===== src/input_scan_byte_schedule_macros.svh =====
// Assertion macros for the input scan byte schedule block.
`ifndef INPUT_SCAN_BYTE_SCHEDULE_MACROS_SVH
`define INPUT_SCAN_BYTE_SCHEDULE_MACROS_SVH

// Same-cycle implication, checked out of reset.
`define ISBS_ASSERT_NOW(label, ante, cons) \
	label: assert property (@(posedge clk) disable iff (!arst_n) (ante) |-> (cons)) \
		else $error("isbs same-cycle check failed");

// Next-cycle implication, checked out of reset.
`define ISBS_ASSERT_NEXT(label, ante, cons) \
	label: assert property (@(posedge clk) disable iff (!arst_n) (ante) |=> (cons)) \
		else $error("isbs next-cycle check failed");

`endif


===== src/isbs_pkg.sv =====
// Package: microcode layout, byte constants and control word for the byte scheduler.
package isbs_pkg;

	localparam int TABLE_ENTRIES_DEF = 30;
	localparam int BANK_COUNT_DEF    = 2;

	localparam int SETUP_LEN = 21;
	localparam int HEAD_LEN  = 9;
	localparam int TAIL_LEN  = 5;

	localparam int OPEN_BASE  = 1;
	localparam int HEAD_BASE  = OPEN_BASE + SETUP_LEN;
	localparam int CPAIR_BASE = HEAD_BASE + HEAD_LEN;
	localparam int WPAIR_BASE = CPAIR_BASE + 10;
	localparam int TAIL_BASE  = WPAIR_BASE + 10;
	localparam int CLOSE_BASE = TAIL_BASE + TAIL_LEN;
	localparam int UC_LEN     = CLOSE_BASE + SETUP_LEN;
	localparam int UPC_W      = $clog2(UC_LEN);

	localparam logic [7:0] PAIR_LO  = 8'h51;
	localparam logic [7:0] PAIR_HI  = 8'hd1;
	localparam logic [7:0] BIT_MARK = 8'h20;

	localparam logic [7:0] OPEN_SEQ [SETUP_LEN] = '{
		8'h11, 8'h11, 8'h51, 8'hd1, 8'h71, 8'hf1, 8'h51,
		8'hd1, 8'h51, 8'hd1, 8'h71, 8'hf1, 8'h51, 8'hd1,
		8'h51, 8'hd1, 8'h51, 8'hd1, 8'h51, 8'hd1, 8'h51
	};

	localparam logic [7:0] CLOSE_SEQ [SETUP_LEN] = '{
		8'h11, 8'h11, 8'h51, 8'hd1, 8'h71, 8'hf1, 8'h51,
		8'hd1, 8'h51, 8'hd1, 8'h51, 8'hd1, 8'h51, 8'hd1,
		8'h51, 8'hd1, 8'h51, 8'hd1, 8'h51, 8'hd1, 8'h51
	};

	localparam logic [7:0] HEAD_SEQ [HEAD_LEN] = '{
		8'h11, 8'h11, 8'h51, 8'hd1, 8'h71, 8'hf1, 8'h51, 8'hd1, 8'h71
	};

	localparam logic [7:0] TAIL_SEQ [TAIL_LEN] = '{
		8'h01, 8'h01, 8'h51, 8'hd1, 8'h51
	};

	typedef enum logic [1:0] {
		OP_BRANCH,
		OP_LIT,
		OP_CNT_PAIR,
		OP_WORD_PAIR
	} uop_t;

	typedef struct packed {
		uop_t             op;
		logic [7:0]       lit;
		logic [3:0]       sel;
		logic [UPC_W-1:0] target;
		logic             last;
		logic             closing;
	} ucw_t;

	function automatic ucw_t ucode(input logic [UPC_W-1:0] a);
		ucw_t w;
		int   k;
		w.op      = OP_LIT;
		w.lit     = 8'h00;
		w.sel     = 4'd0;
		w.target  = '0;
		w.last    = 1'b0;
		w.closing = 1'b0;
		k         = int'(a);
		if (k == 0) begin
			w.op     = OP_BRANCH;
			w.target = UPC_W'(CLOSE_BASE);
		end else if (k < HEAD_BASE) begin
			w.lit = OPEN_SEQ[k - OPEN_BASE];
		end else if (k < CPAIR_BASE) begin
			w.lit = HEAD_SEQ[k - HEAD_BASE];
		end else if (k < WPAIR_BASE) begin
			w.op  = OP_CNT_PAIR;
			w.lit = ((k - CPAIR_BASE) & 1) != 0 ? PAIR_HI : PAIR_LO;
			w.sel = 4'(5 + ((k - CPAIR_BASE) >> 1));
		end else if (k < TAIL_BASE) begin
			w.op  = OP_WORD_PAIR;
			w.lit = ((k - WPAIR_BASE) & 1) != 0 ? PAIR_HI : PAIR_LO;
			w.sel = 4'(15 - ((k - WPAIR_BASE) >> 1));
		end else if (k < CLOSE_BASE) begin
			w.lit  = TAIL_SEQ[k - TAIL_BASE];
			w.last = (k == CLOSE_BASE - 1);
		end else if (k < UC_LEN) begin
			w.lit     = CLOSE_SEQ[k - CLOSE_BASE];
			w.closing = 1'b1;
			w.last    = (k == UC_LEN - 1);
		end else begin
			w.last = 1'b1;
		end
		return w;
	endfunction

endpackage


===== src/input_scan_byte_schedule.sv =====
// A write beat is absorbed into the table; a run beat shows its first byte after acceptance
// through one dispatch step, then the output register, once the output side is free.
// A run emits one byte per cycle from the microcode step counter while output keeps up.
// Reset clears the frame counter, the sequencer and the output valid; the table is undefined
// until written.
`include "input_scan_byte_schedule_macros.svh"

module input_scan_byte_schedule #(
	parameter int TABLE_ENTRIES = isbs_pkg::TABLE_ENTRIES_DEF,
	parameter int BANK_COUNT    = isbs_pkg::BANK_COUNT_DEF
) (
	input  logic        clk,
	input  logic        arst_n,
	input  logic        in_valid,
	output logic        in_ready,
	input  logic        command,
	input  logic [4:0]  entry_address,
	input  logic [15:0] entry_value,
	output logic        out_valid,
	input  logic        out_ready,
	output logic [7:0]  out_byte,
	output logic        last_of_run,
	output logic        closing_run
);
	import isbs_pkg::*;

	localparam int FRAME_TOTAL = TABLE_ENTRIES * BANK_COUNT;
	localparam int CNT_W       = $clog2(FRAME_TOTAL + 1);
	localparam int IDX_W       = (TABLE_ENTRIES > 1) ? $clog2(TABLE_ENTRIES) : 1;

	logic [15:0]      mem [TABLE_ENTRIES];
	logic [15:0]      word_q;
	logic [CNT_W-1:0] cnt_q;
	logic [UPC_W-1:0] step_q;
	logic             busy_q;
	logic             out_valid_q;
	logic [7:0]       out_byte_q;
	logic             last_q;
	logic             closing_q;

	ucw_t             uc;
	logic             in_acc;
	logic             wr_en;
	logic             wrap;
	logic [CNT_W-1:0] rd_cnt;
	logic [IDX_W-1:0] rd_idx;
	logic [15:0]      src;
	logic             sel_bit;
	logic [7:0]       byte_d;
	logic             emit;

	assign in_ready = !busy_q;
	assign in_acc   = in_valid && in_ready;
	assign wr_en    = in_acc && !command && ({1'b0, entry_address} < 6'(TABLE_ENTRIES));
	assign wrap     = (cnt_q >= CNT_W'(FRAME_TOTAL));
	assign rd_cnt   = (cnt_q >= CNT_W'(TABLE_ENTRIES)) ? cnt_q - CNT_W'(TABLE_ENTRIES) : cnt_q;
	assign rd_idx   = IDX_W'(rd_cnt);

	always_comb begin
		uc      = ucode(step_q);
		src     = (uc.op == OP_CNT_PAIR) ? 16'(cnt_q) : word_q;
		sel_bit = src[uc.sel];
		byte_d  = uc.lit;
		if ((uc.op == OP_CNT_PAIR || uc.op == OP_WORD_PAIR) && sel_bit) begin
			byte_d = uc.lit | BIT_MARK;
		end
		emit = busy_q && (uc.op != OP_BRANCH) && (!out_valid_q || out_ready);
	end

	always_ff @(posedge clk) begin
		if (wr_en) begin
			mem[entry_address[IDX_W-1:0]] <= entry_value;
		end
		if (in_acc && command) begin
			word_q <= mem[rd_idx];
		end
	end

	always_ff @(posedge clk or negedge arst_n) begin
		if (!arst_n) begin
			busy_q <= 1'b0;
			step_q <= '0;
			cnt_q  <= '0;
		end else if (!busy_q) begin
			if (in_acc && command) begin
				busy_q <= 1'b1;
				step_q <= '0;
			end
		end else if (uc.op == OP_BRANCH) begin
			step_q <= wrap ? uc.target : step_q + 1'b1;
		end else if (emit) begin
			step_q <= step_q + 1'b1;
			if (uc.last) begin
				busy_q <= 1'b0;
				cnt_q  <= uc.closing ? '0 : cnt_q + 1'b1;
			end
		end
	end

	always_ff @(posedge clk or negedge arst_n) begin
		if (!arst_n) begin
			out_valid_q <= 1'b0;
		end else if (emit) begin
			out_valid_q <= 1'b1;
		end else if (out_ready) begin
			out_valid_q <= 1'b0;
		end
	end

	always_ff @(posedge clk) begin
		if (emit) begin
			out_byte_q <= byte_d;
			last_q     <= uc.last;
			closing_q  <= uc.closing;
		end
	end

	assign out_valid   = out_valid_q;
	assign out_byte    = out_byte_q;
	assign last_of_run = last_q;
	assign closing_run = closing_q;

	`ISBS_ASSERT_NEXT(a_run_starts_dispatch, in_acc && command, busy_q && step_q == '0)
	`ISBS_ASSERT_NEXT(a_last_ends_run, emit && uc.last, !busy_q && out_valid_q && last_q)
	`ISBS_ASSERT_NOW(a_cnt_in_range, 1'b1, cnt_q <= CNT_W'(FRAME_TOTAL))
	`ISBS_ASSERT_NOW(a_closing_only_on_wrap, emit && uc.closing, wrap)

endmodule

===== config.mk =====
export PLATFORM = sky130hd
export DESIGN_NAME = input_scan_byte_schedule
export DESIGN_NICKNAME = d
export VERILOG_FILES = /design/src/isbs_pkg.sv /design/src/input_scan_byte_schedule.sv
export VERILOG_INCLUDE_DIRS = /design/src /design/src/src
export SDC_FILE = /design/constraint.sdc
export NUM_CORES = 1
export LEC_CHECK = 0
export BUFFER_PORTS_ARGS = -buffer_cell sky130_fd_sc_hd__buf_4
export CAP_MARGIN = 15
export CORE_MARGIN = 4
export CORE_UTILIZATION = 55
export CTS_CLUSTER_DIAMETER = 60
export DETAILED_ROUTE_END_ITERATION = 6
export GPL_TIMING_DRIVEN = 0
export PLACE_DENSITY = 0.71
export SLEW_MARGIN = 20
export SYNTH_ARGS = -nofsm -noshare
export SYNTH_HDL_FRONTEND = slang
export SYNTH_SLANG_ARGS = --single-unit
export TNS_END_PERCENT = 30

===== constraint.sdc =====
create_clock -name clk -period 7.7 [get_ports clk]
set_input_delay 0 -clock clk [delete_from_list [all_inputs] [get_ports clk]]
set_output_delay 0 -clock clk [all_outputs]
set_load 0.05 [all_outputs]

==> results of run 1 <==
[power by group through the flow]
stage / Clock (W) / Combinational, W / Sequential, W
floorplan: 0 / 0.000368 / 0.00330
global placement: 0 / 0.000634 / 0.00324
detailed placement: 0 / 0.000648 / 0.00323
CTS: 0.00241 / 0.000659 / 0.00318
global route: 0.00253 / 0.000718 / 0.00318
finish: 0.00237 / 0.000663 / 0.00318
[worst min-delay path, cell delays in order]
cell and delay (ns):
clkbuf_1 0.19, nand2_1 0.13, nor2_2 0.12
[placed cells by master (no fill, tap or decap), types with 12 or more instances in the layout]
cell type | synthesis | layout
nand3_1 | 14 | 14
buf_4 | 3 | 39
mux2_2 | 18 | 18
mux4_2 | 112 | 112
clkinv_1 | 0 | 12
o21ai_0 | 42 | 42
dfrtp_1 | 15 | 15
a22o_1 | 16 | 16
o22ai_1 | 34 | 34
nand2_1 | 69 | 69
nor2_1 | 52 | 24
nor2_2 | 0 | 28
dlygate4sd3_1 | 0 | 25
a21oi_1 | 29 | 29
clkbuf_1 | 38 | 51
ha_1 | 15 | 15
clkbuf_16 | 0 | 52
o31ai_1 | 20 | 20
buf_6 | 0 | 19
edfxtp_1 | 503 | 503
inv_1 | 12 | 12
mux2i_1 | 18 | 18
buf_2 | 13 | 13
[registers in the layout (all words and copies together), names as in the netlist, 5 cells and up]
signal and cells:
mem 480, step_q 7, word_q 16, cnt_q 6
out_byte 5
[per-layer routing]
layer  part of all wire  up-vias
li1                   -     4900
met1               0.41     5864
met2               0.46      552
met3              0.094       76
met4              0.035        0
met5                  0        -
[cell usage after synthesis, types with 10 or more instances]
cell type,n
dfrtp_1,15
o22ai_1,34
nor2_1,52
a21oi_1,29
mux4_2,112
mux2i_1,18
buf_2,13
inv_1,12
mux2_2,18
ha_1,15
o21ai_0,42
nand2_1,69
buf_1,10
nand3_1,14
clkbuf_1,38
o31ai_1,20
a22o_1,16
edfxtp_1,503
[metrics by stage]
step	hold slack, ns	worst slack (ns)	cells	total power (W)
4_1_cts	0.0124	3.30	1824	0.00625
5_1_grt	0.0553	3.15	1825	0.00642
3_5_place_dp	-0.127	3.33	1705	0.00388
3_3_place_gp	-0.133	3.33	1675	0.00387
2_1_floorplan	-0.296	4.37	1132	0.00366
6_report	0.0402	3.17	1825	0.00621
[worst max path at each step]
| stage | depth (start not counted) | slack, ns | startpoint | end |
|---|---|---|---|---|
| 4_1_cts | 10 | 3.30 | cnt_q[1] | word_q[9] |
| 6_report | 10 | 3.17 | cnt_q[1] | word_q[9] |
| 2_1_floorplan | 12 | 4.37 | step_q[2] | out_byte[5] |
| 3_5_place_dp | 10 | 3.33 | cnt_q[1] | word_q[9] |
| 3_3_place_gp | 3 | 3.33 | busy_q | mem[10][5] |
| 5_1_grt | 10 | 3.15 | cnt_q[1] | word_q[9] |
[cells by family (layout without fill, tap and decap cells)]
| family | after synthesis | count (layout) | share of synthesized area |
|---|---|---|---|
| adders and majority gates | 16 | 16 | 0.00941 |
| other | 1 | 4 | 0.000179 |
| AOI/OAI and AO/OA | 184 | 184 | 0.0583 |
| DFF | 518 | 518 | 0.737 |
| and+or+nand+nor | 177 | 177 | 0.0379 |
| muxes | 148 | 148 | 0.138 |
| xor gates and xnor gates | 8 | 8 | 0.00334 |
| buffers and inverters | 78 | 259 | 0.0153 |
[cell type report]
| type | count | area share |
|---|---|---|
| flip-flops and latches | 518 | 0.641 |
| well taps | 511 | 0.0265 |
| multi-input cells | 536 | 0.219 |
| inverters | 13 | 0.00202 |
| plain buffers | 65 | 0.0114 |
| clock buffers | 66 | 0.0560 |
| repair buffers | 87 | 0.0348 |
| clock inverters | 28 | 0.00932 |
| diodes | 1 | 0.000104 |
==> flow_summary.json, run 1 <==
{
  "status": "completed",
  "async_flop_share": 0.0290,
  "synth_flop_cell": "edfxtp_1",
  "fp-row-count": 71,
  "grt_use_met2": 0.346,
  "hold_start": "entry_address[3]",
  "hold_viol": 0,
  "min_period_over_period": 0.589,
  "busiest_layer": "met1",
  "hold_buffers": 25,
  "clk_latency_ns": 0.60,
  "r2r-end": "word_q[9]",
  "first_pass_iters": 5,
  "slew_headroom": 0.307,
  "initial_core_util": 0.558,
  "ys_seq_area_frac": 0.737,
  "internal_power_w": 0.00470,
  "timing.final.crit_period_ns": 4.53,
  "syn_area_um2": 21000,
  "post_route_cells_drive_above_1_share": 0.243,
  "crit_required_ns": 8.00,
  "reg2reg_depth": 10,
  "clock-sinks": 518,
  "cts_inserted_buffers": 51,
  "clockRootBuffer": "clkbuf_16",
  "die_w_um": 203,
  "regToRegSetupSlack_ns": 3.17,
  "dpl_cell_area_um2": 22300,
  "utilization": 0.641,
  "crit_family": "compound AO/OA/AOI/OAI gates",
  "setup_viol": 0,
  "power_switching_w": 0.00151,
  "finalClockSkew_ns": 0.00800,
  "core-area_um2": 37700,
  "max_freq_mhz": 221,
  "wl_um": 47700,
  "synth.distinct_cells": 59,
  "nets": 1313,
  "use_met1": 0.353,
  "drc": 0,
  "ioPinCount": 38,
  "p_per_area_nw_per_um2": 257,
  "seq_power_share": 0.511,
  "grt_pass1_vias": 11394,
  "tightest_slew_ns": 1.04,
  "whs_path_depth": 3,
  "grt_antenna_before_repair": 1,
  "via_count": 11392,
  "reg2reg_from": "cnt_q[1]",
  "die_h_um": 203,
  "portBuffers": 32,
  "htreeDepth": 2,
  "rsz0062_at_grt": "no",
  "syn2layout_area_growth_pct": 15.1,
  "p_comb_frac": 0.107,
  "grt_start_max_net_pins": 31,
  "track_usage": 0.235,
  "post_cts_buffers": 0,
  "drtIter0Drc": 1214,
  "grt_pass1_wl_um": 71900,
  "gp_congestion": 0.912,
  "met3_usage": 0.0482,
  "hold_class": "in2reg",
  "synth_top_area_frac": 0.719,
  "end_kind": "register",
  "overflow": 0,
  "swShare": 0.243,
  "wl_per_cell_um": 26.1,
  "multi_input_area_um2": 5300,
  "clk_path_buf_depth": 3,
  "synth_area_leaders": "edfxtp_1 (72%), mux4_2 (12%), dfrtp_1 (1.8%), nand2_1 (1.2%), o22ai_1 (1.0%)",
  "cts_tree": "built",
  "fp.dieArea_um2": 41400,
  "leakagePower_nw": 7.68,
  "cp_max_fo": 10,
  "syn_inst": 1130,
  "slowest_stage": "o2bb2ai_1",
  "drv_slew": 0,
  "vias_per_cell": 6.24,
  "max_stage_delay_ns": 0.71,
  "yosysWarnings": 0,
  "postCtsResizedCells": 0,
  "hold_path_end": "mem[9][1]",
  "synth_area_leader_cell": "edfxtp_1",
  "max-vdd-ir-drop_mv": 0.192,
  "cap_violations": 0,
  "fin_tns_setup_ns": 0,
  "cp.arrival_ns": 4.84,
  "seq_area_um2": 15500,
  "crit_buf_inv": 2,
  "dp_hpwl_um": 31500,
  "synth_enable_flop_cells": 503,
  "start_kind": "register",
  "crit_type": "reg2reg",
  "pwr-share-clk": 0.382,
  "clk_pin_slew_ns": 0.06,
  "ant_nets": 0,
  "num-fill-cells": 2608,
  "syn_area_per_cell_um2": 18.6,
  "cp_cell_sequence": "ha_1, nor2b_1, a31oi_1, o2bb2ai_1, clkbuf_1, buf_2, mux4_2, a22o_1, o21ai_0, o31ai_1",
  "synth_seq_cells": 518,
  "stdcell_area_um2": 24200
}
Note: power is estimated with default switching activity, not from simulation.
==> run 2, diff against run 1 <==
--- a/config.mk
+++ b/config.mk
@@ -13,7 +13,7 @@
 export CTS_CLUSTER_DIAMETER = 60
 export DETAILED_ROUTE_END_ITERATION = 6
 export GPL_TIMING_DRIVEN = 0
-export PLACE_DENSITY = 0.71
+export PLACE_DENSITY = 0.74
 export SLEW_MARGIN = 20
 export SYNTH_ARGS = -nofsm -noshare
 export SYNTH_HDL_FRONTEND = slang
==> constraint.sdc (replaced) <==
create_clock -name clk -period 3.76 [get_ports clk]
set_input_delay 0 -clock clk [delete_from_list [all_inputs] [get_ports clk]]
set_output_delay 0 -clock clk [all_outputs]
set_load 0.05 [all_outputs]
==> run 2 against run 1 <==
Against the previous run: sequential cell count unchanged; global-route usage grew 0.33 points; clock power up 120%; hold slack gained 0.013 ns; combinational power increased by 110%; critical endpoint is now out_byte[5]; largest cell class unchanged; largest power group unchanged; highest routed layer unchanged.
==> flow_summary.json, run 2 (synthesis results as in run 1) <==
{
  "max-vdd-ir-drop_mv": 0.406,
  "p_comb_frac": 0.106,
  "finalClockSkew_ns": 0.0262,
  "core-area_um2": 37700,
  "hold_viol": 0,
  "swShare": 0.243,
  "drv_slew": 0,
  "end_kind": "register",
  "whs_ns": 0.0528,
  "finalPower_w": 0.0130,
  "start_kind": "register",
  "hold_class": "in2reg",
  "worst_slack_ns": 0.115,
  "final_common_cell": "edfxtp_1",
  "crit_type": "reg2reg",
  "min_period_over_period": 0.969,
  "clock-sinks": 518,
  "pwr-share-clk": 0.394,
  "max_freq_mhz": 274,
  "vias_per_cell": 6.27,
  "power_switching_w": 0.00316,
  "cp_max_fo": 10,
  "drc": 0,
  "die_h_um": 203,
  "fp-row-count": 71,
  "grt_start_max_net_pins": 31,
  "slew_headroom": 0.321,
  "overflow": 0,
  "p_per_area_nw_per_um2": 534,
  "syn2layout_area_growth_pct": 16.0,
  "drtIter0Drc": 1317,
  "first_pass_iters": 6,
  "cts_inserted_buffers": 52,
  "largest_reg_flops": 480,
  "initial_core_util": 0.558,
  "ant_nets": 0,
  "track_usage": 0.239,
  "rsz0062_at_grt": "no",
  "reg2reg_from": "step_q[2]",
  "clockRootBuffer": "clkbuf_16",
  "die_w_um": 203,
  "dp_cells": 1707,
  "post_route_cells_drive_above_1_share": 0.254,
  "fp.dieArea_um2": 41400,
  "internal_power_w": 0.00985,
  "nets": 1319,
  "crit_path_start": "step_q[2]",
  "cp.arrival_ns": 3.97,
  "cap_violations": 0,
  "hold_start": "entry_address[3]",
  "clk_pin_slew_ns": 0.06,
  "timing.final.crit_period_ns": 3.64,
  "dp_hpwl_um": 31600,
  "clk_latency_ns": 0.60,
  "gp_congestion": 0.899,
  "portBuffers": 32,
  "leakagePower_nw": 7.79,
  "seq_power_share": 0.500,
  "grt_antenna_before_repair": 1,
  "final_cell_mix": "edfxtp_1 (503), mux4_2 (112), nand2_1 (69), clkbuf_16 (52), clkbuf_1 (41)",
  "htreeDepth": 2,
  "wl_per_cell_um": 26.5,
  "setup_viol": 0,
  "clk_path_buf_depth": 3,
  "cts_tree": "built",
  "via_count": 11465,
  "ioPinCount": 38,
  "stdcell_count": 1828,
  "grt_pass1_wl_um": 73100,
  "status": "completed",
  "fin_tns_setup_ns": 0,
  "dp_slack_ns": -0.459,
  "wl_um": 48400,
  "grt_pass1_vias": 11654,
  "antennaDiodeCount": 0,
  "tightest_slew_ns": 1.02,
  "crit_required_ns": 4.09,
  "num-fill-cells": 2550
}
## run 2: cell type report
class / instances / area (um^2) / share of cell area
well taps: 511 / 639 / 0.0262
repair buffers: 92 / 900 / 0.0369
clock buffers: 62 / 1340 / 0.0550
multi-input cells: 536 / 5310 / 0.218
plain buffers: 65 / 290 / 0.0119
inverters: 13 / 48.8 / 0.00200
flip-flops and latches: 518 / 15500 / 0.636
clock inverters: 31 / 354 / 0.0145
## run 2: power groups by stage
| stage | combinational, W | clock, W | sequential (W) |
|---|---|---|---|
| after global routing | 0.00150 | 0.00547 | 0.00651 |
| after global placement | 0.00132 | 0 | 0.00663 |
| after detailed placement | 0.00134 | 0 | 0.00663 |
| after floorplan | 0.000753 | 0 | 0.00675 |
| after CTS | 0.00138 | 0.00520 | 0.00651 |
| final | 0.00138 | 0.00513 | 0.00651 |
## run 2: metal layers
metal	track usage	routed length [um]	up-vias
met5	0	0	-
met4	0.0841	1520	0
met3	0.0436	4360	95
met2	0.382	23600	532
met1	0.338	18900	5923
li1	-	-	4915
## run 2: stage by stage
stage	area, um^2	utilization
after floorplan	21000	-
after global placement	21900	0.581
after detailed placement	22400	0.594
after CTS	24300	0.646
after global routing	24400	0.647
final	24400	0.647
## run 2: timing repair
action	4_1_cts	5_1_grt
hold buffers	25	0
endpoints found under the hold margin	539	0
resized for setup	9	15
setup endpoints to repair	24	15
setup buffers	3	0
pin swaps	1	0
## run 2: worst max-delay path: stages (launching register included)
cell      delay (ns)
dfrtp_1         0.46
clkbuf_2        0.24
clkbuf_2        0.24
inv_1           0.20
ha_1            0.30
a21bo_2         0.30
a311o_1         0.40
mux2_2          0.28
nand2_1         0.27
mux2_2          0.39
o211ai_2        0.13
o211ai_1        0.14
## run 2: final timing paths
check / to / slack [ns] / cells past startpoint
hold reg to reg: out_valid / 0.56 / 2
hold / removal: mem[9][10] / 0.05 / 3
min in group asynchronous: busy_q / 0.53 / 3
setup reg to reg: out_byte[5] / 0.12 / 11
max in group asynchronous: cnt_q[5] / 2.76 / 3
setup / recovery: out_byte[5] / 0.12 / 11
